`config.mk`:
```
export PLATFORM = sky130hd
export DESIGN_NAME = window_framebuffer_address_gen
export DESIGN_NICKNAME = d
export VERILOG_FILES = /design/src/rtl/core/wfag_pkg.sv /design/src/rtl/core/window_framebuffer_address_gen.sv
export SDC_FILE = /design/constraint.sdc
export NUM_CORES = 1
export LEC_CHECK = 0
export BUFFER_PORTS_ARGS = -buffer_cell sky130_fd_sc_hd__buf_2
export CORE_MARGIN = 5
export CORE_UTILIZATION = 40
export DETAILED_ROUTE_END_ITERATION = 8
export GPL_TIMING_DRIVEN = 0
export SYNTH_ARGS = -nofsm -noshare
export SYNTH_HDL_FRONTEND = slang
export SYNTH_SLANG_ARGS = --single-unit
export TNS_END_PERCENT = 10
```
`constraint.sdc`:
```
create_clock -name clk -period 9.3 [get_ports clk]
set_input_delay 1.395 -clock clk [delete_from_list [all_inputs] [get_ports clk]]
set_output_delay 1.395 -clock clk [all_outputs]
set_load 0.01 [all_outputs]
```
`src/rtl/core/wfag_pkg.sv`:
```
// Shared constants, field widths and helpers for the window frame-buffer
// address generator. No dependencies.
package wfag_pkg;

  localparam int unsigned FRAME_WIDTH_DEF  = 480;
  localparam int unsigned FRAME_HEIGHT_DEF = 320;
  localparam int unsigned BYTES_PER_PIXEL  = 3;

  localparam int unsigned DATA_W    = 8;
  localparam int unsigned ADDR_W    = 19;
  localparam int unsigned CFG_IN_W  = 9;
  localparam int unsigned CFG_IDX_W = 2;
  // stored registers hold the frame size itself, up to 2047
  localparam int unsigned CFG_W     = 11;
  localparam int unsigned COL_W     = 12;
  localparam int unsigned ROW_W     = 11;
  localparam int unsigned MUL_W     = 24;
  localparam int unsigned TDATA_IN_W  = 8;
  localparam int unsigned TDATA_OUT_W = 32;

  localparam logic [CFG_IDX_W-1:0] REG_START_COLUMN = 2'd0;
  localparam logic [CFG_IDX_W-1:0] REG_END_COLUMN   = 2'd1;
  localparam logic [CFG_IDX_W-1:0] REG_START_ROW    = 2'd2;
  localparam logic [CFG_IDX_W-1:0] REG_END_ROW      = 2'd3;

  function automatic logic [CFG_W-1:0] sat_to(input logic [CFG_IN_W-1:0] v,
                                              input logic [CFG_W-1:0] lim);
    logic [CFG_W-1:0] x;
    x = {{(CFG_W-CFG_IN_W){1'b0}}, v};
    return (x > lim) ? lim : x;
  endfunction

  function automatic logic [COL_W-1:0] times3(input logic [CFG_W-1:0] v);
    logic [COL_W-1:0] x;
    x = {{(COL_W-CFG_W){1'b0}}, v};
    return (x << 1) + x;
  endfunction

endpackage

```
`src/rtl/core/window_framebuffer_address_gen.sv`:
```
// Window frame-buffer address generator: top level.
// Depends on wfag_pkg for widths, register indexes and helpers.
//
// Each accepted color byte yields exactly one output word in the next cycle:
// the frame-buffer byte address, the byte itself and a write enable. A new
// byte is taken every cycle unless the output stalls; the only storage in
// the path is the cursor state and the output register, so throughput is
// one word per clock. The output register holds a word while m_tready is
// low, and the input side keeps accepting as soon as that word drains.
// Window registers are written through cfg_we/cfg_index/cfg_data and are
// saturated to the frame size.
module window_framebuffer_address_gen #(
  parameter int unsigned FRAME_WIDTH  = wfag_pkg::FRAME_WIDTH_DEF,
  parameter int unsigned FRAME_HEIGHT = wfag_pkg::FRAME_HEIGHT_DEF
) (
  input  logic                               clk,
  input  logic                               rst,
  input  logic                               s_tvalid,
  output logic                               s_tready,
  input  logic [wfag_pkg::TDATA_IN_W-1:0]    s_tdata,   // [7:0] color_byte
  input  logic                               s_tuser,   // [0] burst_start
  output logic                               m_tvalid,
  input  logic                               m_tready,
  output logic [wfag_pkg::TDATA_OUT_W-1:0]   m_tdata,   // [18:0] byte_address, [26:19] write_data
  output logic                               m_tuser,   // [0] write_enable
  input  logic                               cfg_we,
  input  logic [wfag_pkg::CFG_IDX_W-1:0]     cfg_index,
  input  logic [wfag_pkg::CFG_IN_W-1:0]      cfg_data
);
  import wfag_pkg::*;

  localparam logic [CFG_W-1:0] WIDTH_LIM  = CFG_W'(FRAME_WIDTH);
  localparam logic [CFG_W-1:0] HEIGHT_LIM = CFG_W'(FRAME_HEIGHT);
  localparam logic [COL_W:0]   ROW_BYTES  = (COL_W+1)'(BYTES_PER_PIXEL * FRAME_WIDTH);
  localparam logic [ROW_W-1:0] ROW_LIM    = ROW_W'(FRAME_HEIGHT);

  logic [CFG_W-1:0] start_column, end_column, start_row, end_row;
  logic [COL_W-1:0] column_cursor, column_cursor_next;
  logic [ROW_W-1:0] row_cursor, row_cursor_next;
  logic             burst_finished, burst_finished_next;

  logic             accept;
  logic [COL_W-1:0] col_e, col_start;
  logic [ROW_W-1:0] row_e;
  logic             fin_e;
  logic [COL_W:0]   col_inc;
  logic             wrap;
  logic [ROW_W-1:0] row_inc;
  logic             in_frame;
  logic [MUL_W-1:0] row_off;
  logic [ADDR_W-1:0] addr;
  logic             wen;

  assign accept   = s_tvalid && s_tready;
  assign s_tready = !m_tvalid || m_tready;

  always_ff @(posedge clk) begin
    if (rst) begin
      start_column <= '0;
      end_column   <= WIDTH_LIM;
      start_row    <= '0;
      end_row      <= HEIGHT_LIM;
    end else if (cfg_we) begin
      unique case (cfg_index)
        REG_START_COLUMN: start_column <= sat_to(cfg_data, WIDTH_LIM);
        REG_END_COLUMN:   end_column   <= sat_to(cfg_data, WIDTH_LIM);
        REG_START_ROW:    start_row    <= sat_to(cfg_data, HEIGHT_LIM);
        REG_END_ROW:      end_row      <= sat_to(cfg_data, HEIGHT_LIM);
        default: ;
      endcase
    end
  end

  always_comb begin
    col_start = times3(start_column);
    col_e     = s_tuser ? col_start : column_cursor;
    row_e     = s_tuser ? ROW_W'(start_row) : row_cursor;
    fin_e     = s_tuser ? 1'b0 : burst_finished;

    in_frame  = ({1'b0, col_e} < ROW_BYTES) && (row_e < ROW_LIM);
    row_off   = MUL_W'(row_e) * MUL_W'(ROW_BYTES);
    addr      = ADDR_W'(row_off + MUL_W'(col_e));
    wen       = !fin_e && in_frame;

    col_inc   = {1'b0, col_e} + (COL_W+1)'(1);
    wrap      = col_inc >= {1'b0, times3(end_column)};
    row_inc   = row_e + ROW_W'(wrap);

    if (fin_e) begin
      column_cursor_next  = col_e;
      row_cursor_next     = row_e;
      burst_finished_next = 1'b1;
    end else begin
      column_cursor_next  = wrap ? col_start : col_inc[COL_W-1:0];
      row_cursor_next     = row_inc;
      burst_finished_next = row_inc >= ROW_W'(end_row);
    end
  end

  always_ff @(posedge clk) begin
    if (rst) begin
      column_cursor  <= '0;
      row_cursor     <= '0;
      burst_finished <= 1'b0;
      m_tvalid       <= 1'b0;
    end else begin
      if (accept) begin
        column_cursor  <= column_cursor_next;
        row_cursor     <= row_cursor_next;
        burst_finished <= burst_finished_next;
        m_tvalid       <= 1'b1;
      end else if (m_tready) begin
        m_tvalid <= 1'b0;
      end
    end
  end

  always_ff @(posedge clk) begin
    if (accept) begin
      m_tdata <= {{(TDATA_OUT_W-ADDR_W-DATA_W){1'b0}}, s_tdata[DATA_W-1:0],
                  wen ? addr : {ADDR_W{1'b0}}};
      m_tuser <= wen;
    end
  end

  a_drop_zero_addr: assert property (@(posedge clk) disable iff (rst)
    m_tvalid && !m_tuser |-> m_tdata[ADDR_W-1:0] == '0)
    else $error("dropped word carries nonzero address");

  a_finished_holds: assert property (@(posedge clk) disable iff (rst)
    accept && !s_tuser && burst_finished |=>
      $stable(column_cursor) && $stable(row_cursor) && burst_finished)
    else $error("cursor moved after burst finished");

  a_accept_shows: assert property (@(posedge clk) disable iff (rst)
    accept |=> m_tvalid)
    else $error("accepted byte produced no output word");

endmodule

```
Word-level counts from Yosys, hierarchy flattened:

Cells that the tools add are included.

* output and inout port bits: 35
* flip-flop bits (word level): 97
* input bits: 25
* word-level logic and storage cells: 49

* reduce and logical (&&, ||, !) cells: 12
* add/sub/neg operators: 5
* order comparisons: 6
* mux-type cells: 11
* eq/ne operators: 3
* multipliers: 1

Operator list (number)
* $mux W12: 3
* $add A12 B11 Y12: 2
* $mux W11: 2
* $add A19 B12 Y19: 1
* $gt A9 B9 Y1 const B: 2
* $mux W9: 2
* $mul A11 B6 Y14 const B: 1
* $add A12 B1 Y13 const B: 1
* $ge A13 B12 Y1: 1
* $lt A12 B11 Y1 const B: 1
* $add A11 B1 Y11: 1
* $ge A11 B11 Y1: 1
* $lt A11 B9 Y1 const B: 1
* $reduce_and A2 Y1: 4
* $eq A2 B2 Y1 const B: 2
* $mux W1: 4
* $logic_and A1 B1 Y1: 3
* $eq A2 B1 Y1 const B: 1
* $logic_not A1 Y1: 2
* $logic_not A2 Y1: 1
* $reduce_bool A2 Y1: 1
* $logic_or A1 B1 Y1: 1

Longest topological paths before layout:

Gate-level depths: netlist of run 1.

* word-level depth: 7
* depth in mapped cells: 30
* depth with buffers taken out: 28

Worst setup path before layout of run 1:

No wires, ideal clock.

* path type: input to register
* from: in s_tuser
* to: reg burst_finished
* slack: 1858 ps
* arrival time: 7309 ps
* setup time: 132 ps
* buffers on the path: 5
* data required time: 9168 ps
* cell stages on the path: 29
* path through: buf_6 -> buf_12 -> buf_2 -> buf_2 -> clkbuf_1 -> mux2_2 -> ha_1 -> nor3b_4 -> or3b_1 -> or3_4 -> a2111o_1 -> xnor2_2 -> inv_1 -> ha_1 -> o21a_1 -> a21oi_1 -> o221ai_4 -> nor2_4 -> inv_2 -> ha_1 -> ha_1 -> ha_1 -> a21o_1 -> a21o_1 -> a21o_1 -> a21o_1 -> a211o_1 -> o2111ai_1 -> a311oi_1

* cells in the longest elaborated chain, start to end: 6
* elaborated cells between the ends (all ways): 8
* classes of those cells: 2 x add/sub; 2 x order compare; 4 x mux

RTL lines
* start, declared: RTL line window_framebuffer_address_gen.sv:21 `input logic s_tuser,`
* $mux W12: RTL line window_framebuffer_address_gen.sv:76 `col_e = s_tuser ? col_start : column_cursor;`
* $add A12 B1 Y13: RTL line window_framebuffer_address_gen.sv:85 `col_inc = {1'b0, col_e} + (COL_W+1)'(1);`
* $ge A13 B12 Y1: RTL line window_framebuffer_address_gen.sv:86 `wrap = col_inc >= {1'b0, times3(end_column)};`
* $add A11 B1 Y11: RTL line window_framebuffer_address_gen.sv:87 `row_inc = row_e + ROW_W'(wrap);`
* $ge A11 B11 Y1: RTL line window_framebuffer_address_gen.sv:96 `burst_finished_next = row_inc >= ROW_W'(end_row);`
* $mux W1 (*): RTL line window_framebuffer_address_gen.sv:89 `if (fin_e) begin`
* end signal, assigned: RTL line window_framebuffer_address_gen.sv:110 `burst_finished <= burst_finished_next;`
* end, declared: RTL line window_framebuffer_address_gen.sv:40 `logic burst_finished, burst_finished_next;`

Mark *: on every way between the ends. The rest lies on a longest branch, timed or not.
A chain may end at the register's enable or synchronous reset.

Final worst setup path of run 1:

Same ends and word-level chain as after synthesis.

==> metrics.yaml, run 1 <==
status: "completed"
cp-end-kind: "register"
synth_compound_area_share_pct: 17.39
postPlaceCellArea_um2: 7453
chipWidth_um: 141.4
critPathArrivalTime_ns: 8.48
final_area_um2: 7731
viasPerCell: 5.077
critical_path.max_stage_delay_ns: 0.47
area_delta_synth_final_pct: 12.02
worst_pin_slew_ns: 1.116
antennaDiodeCount: 0
finalSetupViolCount: 0
num_io_pins: 60
slowest_stage: "clkbuf_1"
max_freq_mhz: 120.9
synthMuxAreaShare_pct: 2.067
worstHoldPathType: "reg2reg"
synth_edf_count: 28
nets: 958
via_count: 5437
synth_flop_cell: "dfxtp_1"
syn-instance-count: 775
io_buffers: 51
die-area_um2: 19980
core_um2: 17120
grt_usage_pct: 16.64
cts_tree: "built"
layout_setup_ws_ns: 1.030
clock_skew_ns: 0.008737
hpwl_mm: 12.75
synth_top_family_by_area: "adder cells"
avgRoutedWirePerCell_um: 15.11
grt_max_degree: 30
antenna_found_initial: 0
ys_types: 78
synth_fa_ha_area_share_pct: 18.75
initial_utilization_pct: 40.32
die_h_um: 141.4
period_needed_ns: 8.270
drt_iter0_drc: 198
critPathMaxFanout: 10
cts_buffers: 9
layout-drive-gt1-share_pct: 13.24
fin_crit_sh_pct: 88.92
antenna_left: 0
clk_pin_slew_ns: 0.07
yosys_warnings: 0
synthSimpleGateAreaFrac_pct: 18.00
cts_hold_buf: 0
cap_violations: 0
synth-seq-cells: 89
grt_overflow: 0
clock_sinks: 89
p_leak_uw: 0.003412
h-tree-depth: 3
tns_ns: 0
ir_worst_vdd_mv: 0.09082
clk-insertion-delay-late_ns: 0.35
remaining_drc_errors: 0
root_buffer: "clkbuf_16"
hold_viol: 0
critPathLaunchType: "input port"
grt_pass1_wl_mm: 26.70
p_per_area_nw_per_um2: 128.9
grt_pass1_vias: 5224
rsz0062_at_grt: "no"
yosysSeqAreaShare_pct: 29.88
synth_xor_area_share_pct: 6.907
maxSlewViolCount: 0
rows: 48
wl_mm: 16.18
async_flop_share_pct: 0
cts_setup_buffers: 0
required_ns: 9.51
crit_type: "in2reg"
relSlewSlack_pct: 25.52
gp_congestion: 0.8582
firstDrtPassIters: 8
syn_area_um2: 6902
clk_path_buf_depth: 2
post-place-ws_ns: 0.6770
avgSynthCellArea_um2: 8.905
cp_common_cell: "ha_1"
post_cts_resized: 0
## report_power, final
group	internal (uW)	total [uW]	switching, uW
clock	182	345	163
combinational	85.2	214	129
sequential	425	437	11.3
total	693	996	303
## path summary, 6_finish.rpt
check / from / depth (start not counted) / end / slack, ns
setup / recovery: s_tuser / 29 / burst_finished$_SDFFE_PP0P_ / 1.03
hold / removal: row_cursor[7]$_SDFFE_PP0P_ / 2 / row_cursor[7]$_SDFFE_PP0P_ / 0.46
setup reg to reg: start_column[0]$_SDFFE_PP0P_ / 27 / burst_finished$_SDFFE_PP0P_ / 1.99
hold reg to reg: row_cursor[7]$_SDFFE_PP0P_ / 2 / row_cursor[7]$_SDFFE_PP0P_ / 0.46
## flip-flops by register name (all words and copies together) (netlist names)
name            cells
end_row             9
m_tdata            27
start_column        9
m_tvalid            1
m_tuser             1
start_row           9
end_column          9
row_cursor         11
burst_finished      1
column_cursor      12
## cell usage after synthesis, types with 12 or more instances
| library cell | instances | area share [%] |
|---|---|---|
| nor2b_1 | 15 | 1.4 |
| edfxtp_1 | 28 | 12 |
| clkbuf_1 | 18 | 0.98 |
| nor3_1 | 12 | 0.87 |
| fa_1 | 19 | 5.5 |
| xor2_1 | 12 | 1.5 |
| dfxtp_1 | 61 | 18 |
| inv_1 | 80 | 4.4 |
| ha_1 | 73 | 13 |
| a21o_1 | 19 | 2.1 |
| o21ai_0 | 16 | 1.2 |
| a21oi_1 | 66 | 4.8 |
| nand2_1 | 86 | 4.7 |
| nor2_1 | 48 | 2.6 |
| nand3_1 | 25 | 1.8 |
| xnor2_1 | 38 | 4.8 |
## kinds of logic (layout without fill, tap and decap cells)
family / after synthesis / after routing
muxes: 13 / 13
adders and majority gates: 92 / 92
xor gates and xnor gates: 52 / 52
other: 1 / 5
and+or+nand+nor: 244 / 244
buffers and inverters: 113 / 180
AOI/OAI and AO/OA: 171 / 171
DFF: 89 / 89
## layer usage
metal,global-route usage [%],part of all wire (%)
met1,23.25,48
met2,25.46,43
met3,3.943,7.0
met4,5.303,2.1
met5,0,0
## final cells by class
| type | instances | area (um2) |
|---|---|---|
| inverter | 81 | 304.0 |
| clock buffer | 9 | 225.2 |
| tap | 225 | 281.5 |
| timing repair buffer | 51 | 255.2 |
| clock inverter | 7 | 52.55 |
| multi-input combinational | 577 | 4374 |
| buffer | 32 | 176.4 |
| fill | 1750 | 9385 |
| sequential | 89 | 2062 |
## worst max-delay path, delay by kind of cell
kind | cells | cell delay, ns
buffers and inverters | 7 | 1.49
adders and majority gates | 5 | 1.33
AOI/OAI and AO/OA | 11 | 2.40
xor gates and xnor gates | 1 | 0.22
muxes | 1 | 0.34
and+or+nand+nor | 4 | 1.27
## placed cells by master (no fill, tap or decap), types with 5 or more instances in the layout
cell type,instances
a211o_1,5
conb_1,5
nand3b_1,11
o211ai_1,6
ha_1,73
xnor2_1,38
nor2b_1,15
edfxtp_1,28
buf_2,56
o21ai_0,16
buf_4,5
dfxtp_1,61
xor2_1,12
fa_1,19
nor3_1,12
nand2b_1,7
a21oi_1,66
nand2_1,86
a21o_1,19
nor2_1,48
nand4_1,5
clkbuf_16,9
inv_1,80
a211oi_1,9
mux2_2,7
mux2i_1,5
o21bai_1,9
nand3_1,25
clkbuf_1,18
## per-stage QoR
step	cells	power (uW)	hold WS (ns)	utilization (%)
floorplan	779	598.4	0.4329	-
global placement	1055	658.4	0.4421	43.55
detailed placement	1055	660.3	0.4476	43.55
CTS	1071	1009	0.4572	45.17
global route	1071	1053	0.4758	45.17
finish	1071	996.3	0.4577	45.17
No activity file was read; power rests on OpenSTA's default activity.
==> run 2, diff against run 1 <==
--- a/config.mk
+++ b/config.mk
@@ -6,6 +6,7 @@
 export NUM_CORES = 1
 export LEC_CHECK = 0
 export BUFFER_PORTS_ARGS = -buffer_cell sky130_fd_sc_hd__buf_2
+export CORE_ASPECT_RATIO = 1.2
 export CORE_MARGIN = 5
 export CORE_UTILIZATION = 40
 export DETAILED_ROUTE_END_ITERATION = 8
==> run 2 against run 1 <==
  * Power rose by 1.5%
  * Final cell count fell by 0.84%
  * Clock skew fell by 0.00083 ns
  * Highest routed layer unchanged
  * Critical endpoint unchanged
==> metrics.yaml, run 2 (synthesis results as in run 1) <==
status: "completed"
gp_congestion: 0.8942
viasPerCell: 5.139
top_register: "m_tdata"
fill_cells: 1759
die-area_um2: 19990
worstHoldStart: "row_cursor[6]$_SDFFE_PP0P_"
cp_top_family: "compound AO/OA/AOI/OAI gates"
layout-drive-gt1-share_pct: 13.24
p_per_area_nw_per_um2: 130.9
hpwl_mm: 12.98
firstDrtPassIters: 4
final_common_cell: "nand2_1"
die_h_um: 153.9
cts_setup_buffers: 0
antennaDiodeCount: 0
slowest_stage: "clkbuf_1"
max_freq_mhz: 120.1
critical_path.max_stage_delay_ns: 0.51
clock_sinks: 89
core_um2: 16920
rsz0062_at_grt: "no"
final_cell_mix: "nand2_1, inv_1, ha_1"
via_count: 5458
postPlaceCellArea_um2: 7442
hold_viol: 0
reg.largest.list: "m_tdata x27, column_cursor x12, row_cursor x11"
clk-insertion-delay-late_ns: 0.35
chipWidth_um: 129.9
clk_path_buf_depth: 2
grt_usage_pct: 16.85
p_leak_uw: 0.003428
critPathLaunchType: "input port"
cp_num_buf_inv: 7
largest_reg_flops: 27
finalSetupViolCount: 0
required_ns: 9.51
cts_tree: "built"
wl_mm: 16.42
clock_skew_ns: 0.007911
nets: 958
p_int_uw: 702.9
critPathArrivalTime_ns: 8.54
io_buffers: 51
crit_type: "in2reg"
switching_share_pct: 30.53
maxSlewViolCount: 0
post_cts_resized: 0
cts_hold_buf: 0
cts_buffers: 9
drt_iter0_drc: 165
grt_pass1_vias: 5384
clk_pin_slew_ns: 0.07
avgRoutedWirePerCell_um: 15.46
grt_overflow: 0
startpoint: "s_tuser"
relSlewSlack_pct: 23.97
pwr-share-seq_pct: 43.2
cp-end-kind: "register"
cap_violations: 0
remaining_drc_errors: 0
initial_utilization_pct: 40.80
root_buffer: "clkbuf_16"
critPathMaxFanout: 10
cp_common_cell: "ha_1"
post-route-util_pct: 45.68
grt_max_degree: 30
worst_pin_slew_ns: 1.133
rows: 52
ir_worst_vdd_mv: 0.08735
pwr-share-clk_pct: 35.7
tns_ns: 0
grt_pass1_wl_mm: 26.85
holdWs_ns: 0.4535
h-tree-depth: 3
period_needed_ns: 8.329
worstHoldPathType: "reg2reg"
r2r_start: "start_column[0]$_SDFFE_PP0P_"
antenna_found_initial: 0
comb_power_share_pct: 21.1
fin_crit_sh_pct: 89.56
area_delta_synth_final_pct: 11.97
antenna_left: 0
switching_power_uw: 308.9
final_area_um2: 7727
num_io_pins: 60
[run 2: worst paths after layout]
kind | depth (start not counted) | slack, ns | endpoint
worst max register to register | 27 | 2.00 | burst_finished$_SDFFE_PP0P_
worst min-delay path | 2 | 0.45 | row_cursor[6]$_SDFFE_PP0P_
worst min register to register | 2 | 0.45 | row_cursor[6]$_SDFFE_PP0P_
worst max-delay path | 29 | 0.97 | burst_finished$_SDFFE_PP0P_
[run 2: area by class of cell]
| class | instances | area, um2 | share of cell area (%) |
|---|---|---|---|
| multi-input combinational | 577 | 4374 | 56.61 |
| sequential | 89 | 2062 | 26.68 |
| inverter | 81 | 304.0 | 3.935 |
| tap | 216 | 270.3 | 3.497 |
| timing repair buffer | 51 | 255.2 | 3.303 |
| clock buffer | 10 | 239.0 | 3.093 |
| buffer | 32 | 176.4 | 2.283 |
| clock inverter | 6 | 46.29 | 0.5991 |
[run 2: worst register-to-register path, stage by stage (launching register included)]
cell       delay, ns
dfxtp_1         0.55
ha_1            0.29
inv_1           0.07
fa_1            0.43
xnor2_1         0.36
mux2i_2         0.20
nor3b_4         0.27
or3b_1          0.40
or3_4           0.42
a2111o_1        0.43
xnor2_2         0.20
inv_1           0.07
ha_1            0.29
o21a_1          0.10
a21oi_1         0.35
o221ai_4        0.28
nor2_4          0.22
inv_2           0.10
ha_1            0.26
ha_1            0.33
ha_1            0.28
a21o_1          0.16
a21o_1          0.18
a21o_1          0.17
a21o_1          0.17
a211o_1         0.29
o2111ai_1       0.14
a311oi_1        0.13
[run 2: power groups by stage]
stage	combinational (uW)	sequential, uW	clock (uW)
after global routing	241	439	389
after global placement	213	445	0
after CTS	216	437	371
final	213	437	362
after floorplan	149	449	0
after detailed placement	214	446	0
[run 2: metrics by stage]
step | instances | setup WS, ns | total power [uW]
finish | 1062 | 0.9714 | 1012
global route | 1062 | 0.6309 | 1068
CTS | 1062 | 0.9794 | 1024
detailed placement | 1046 | 0.6208 | 660.0
global placement | 1046 | 0.6138 | 657.7
floorplan | 779 | 1.858 | 598.4
[run 2: routing by layer]
layer	GRT usage (%)	wire, um	up-vias
met2	27.84	7618	121
met5	0	0	-
met1	22.18	7498	2493
met3	2.915	828	30
li1	-	-	2814
met4	5.594	472	0
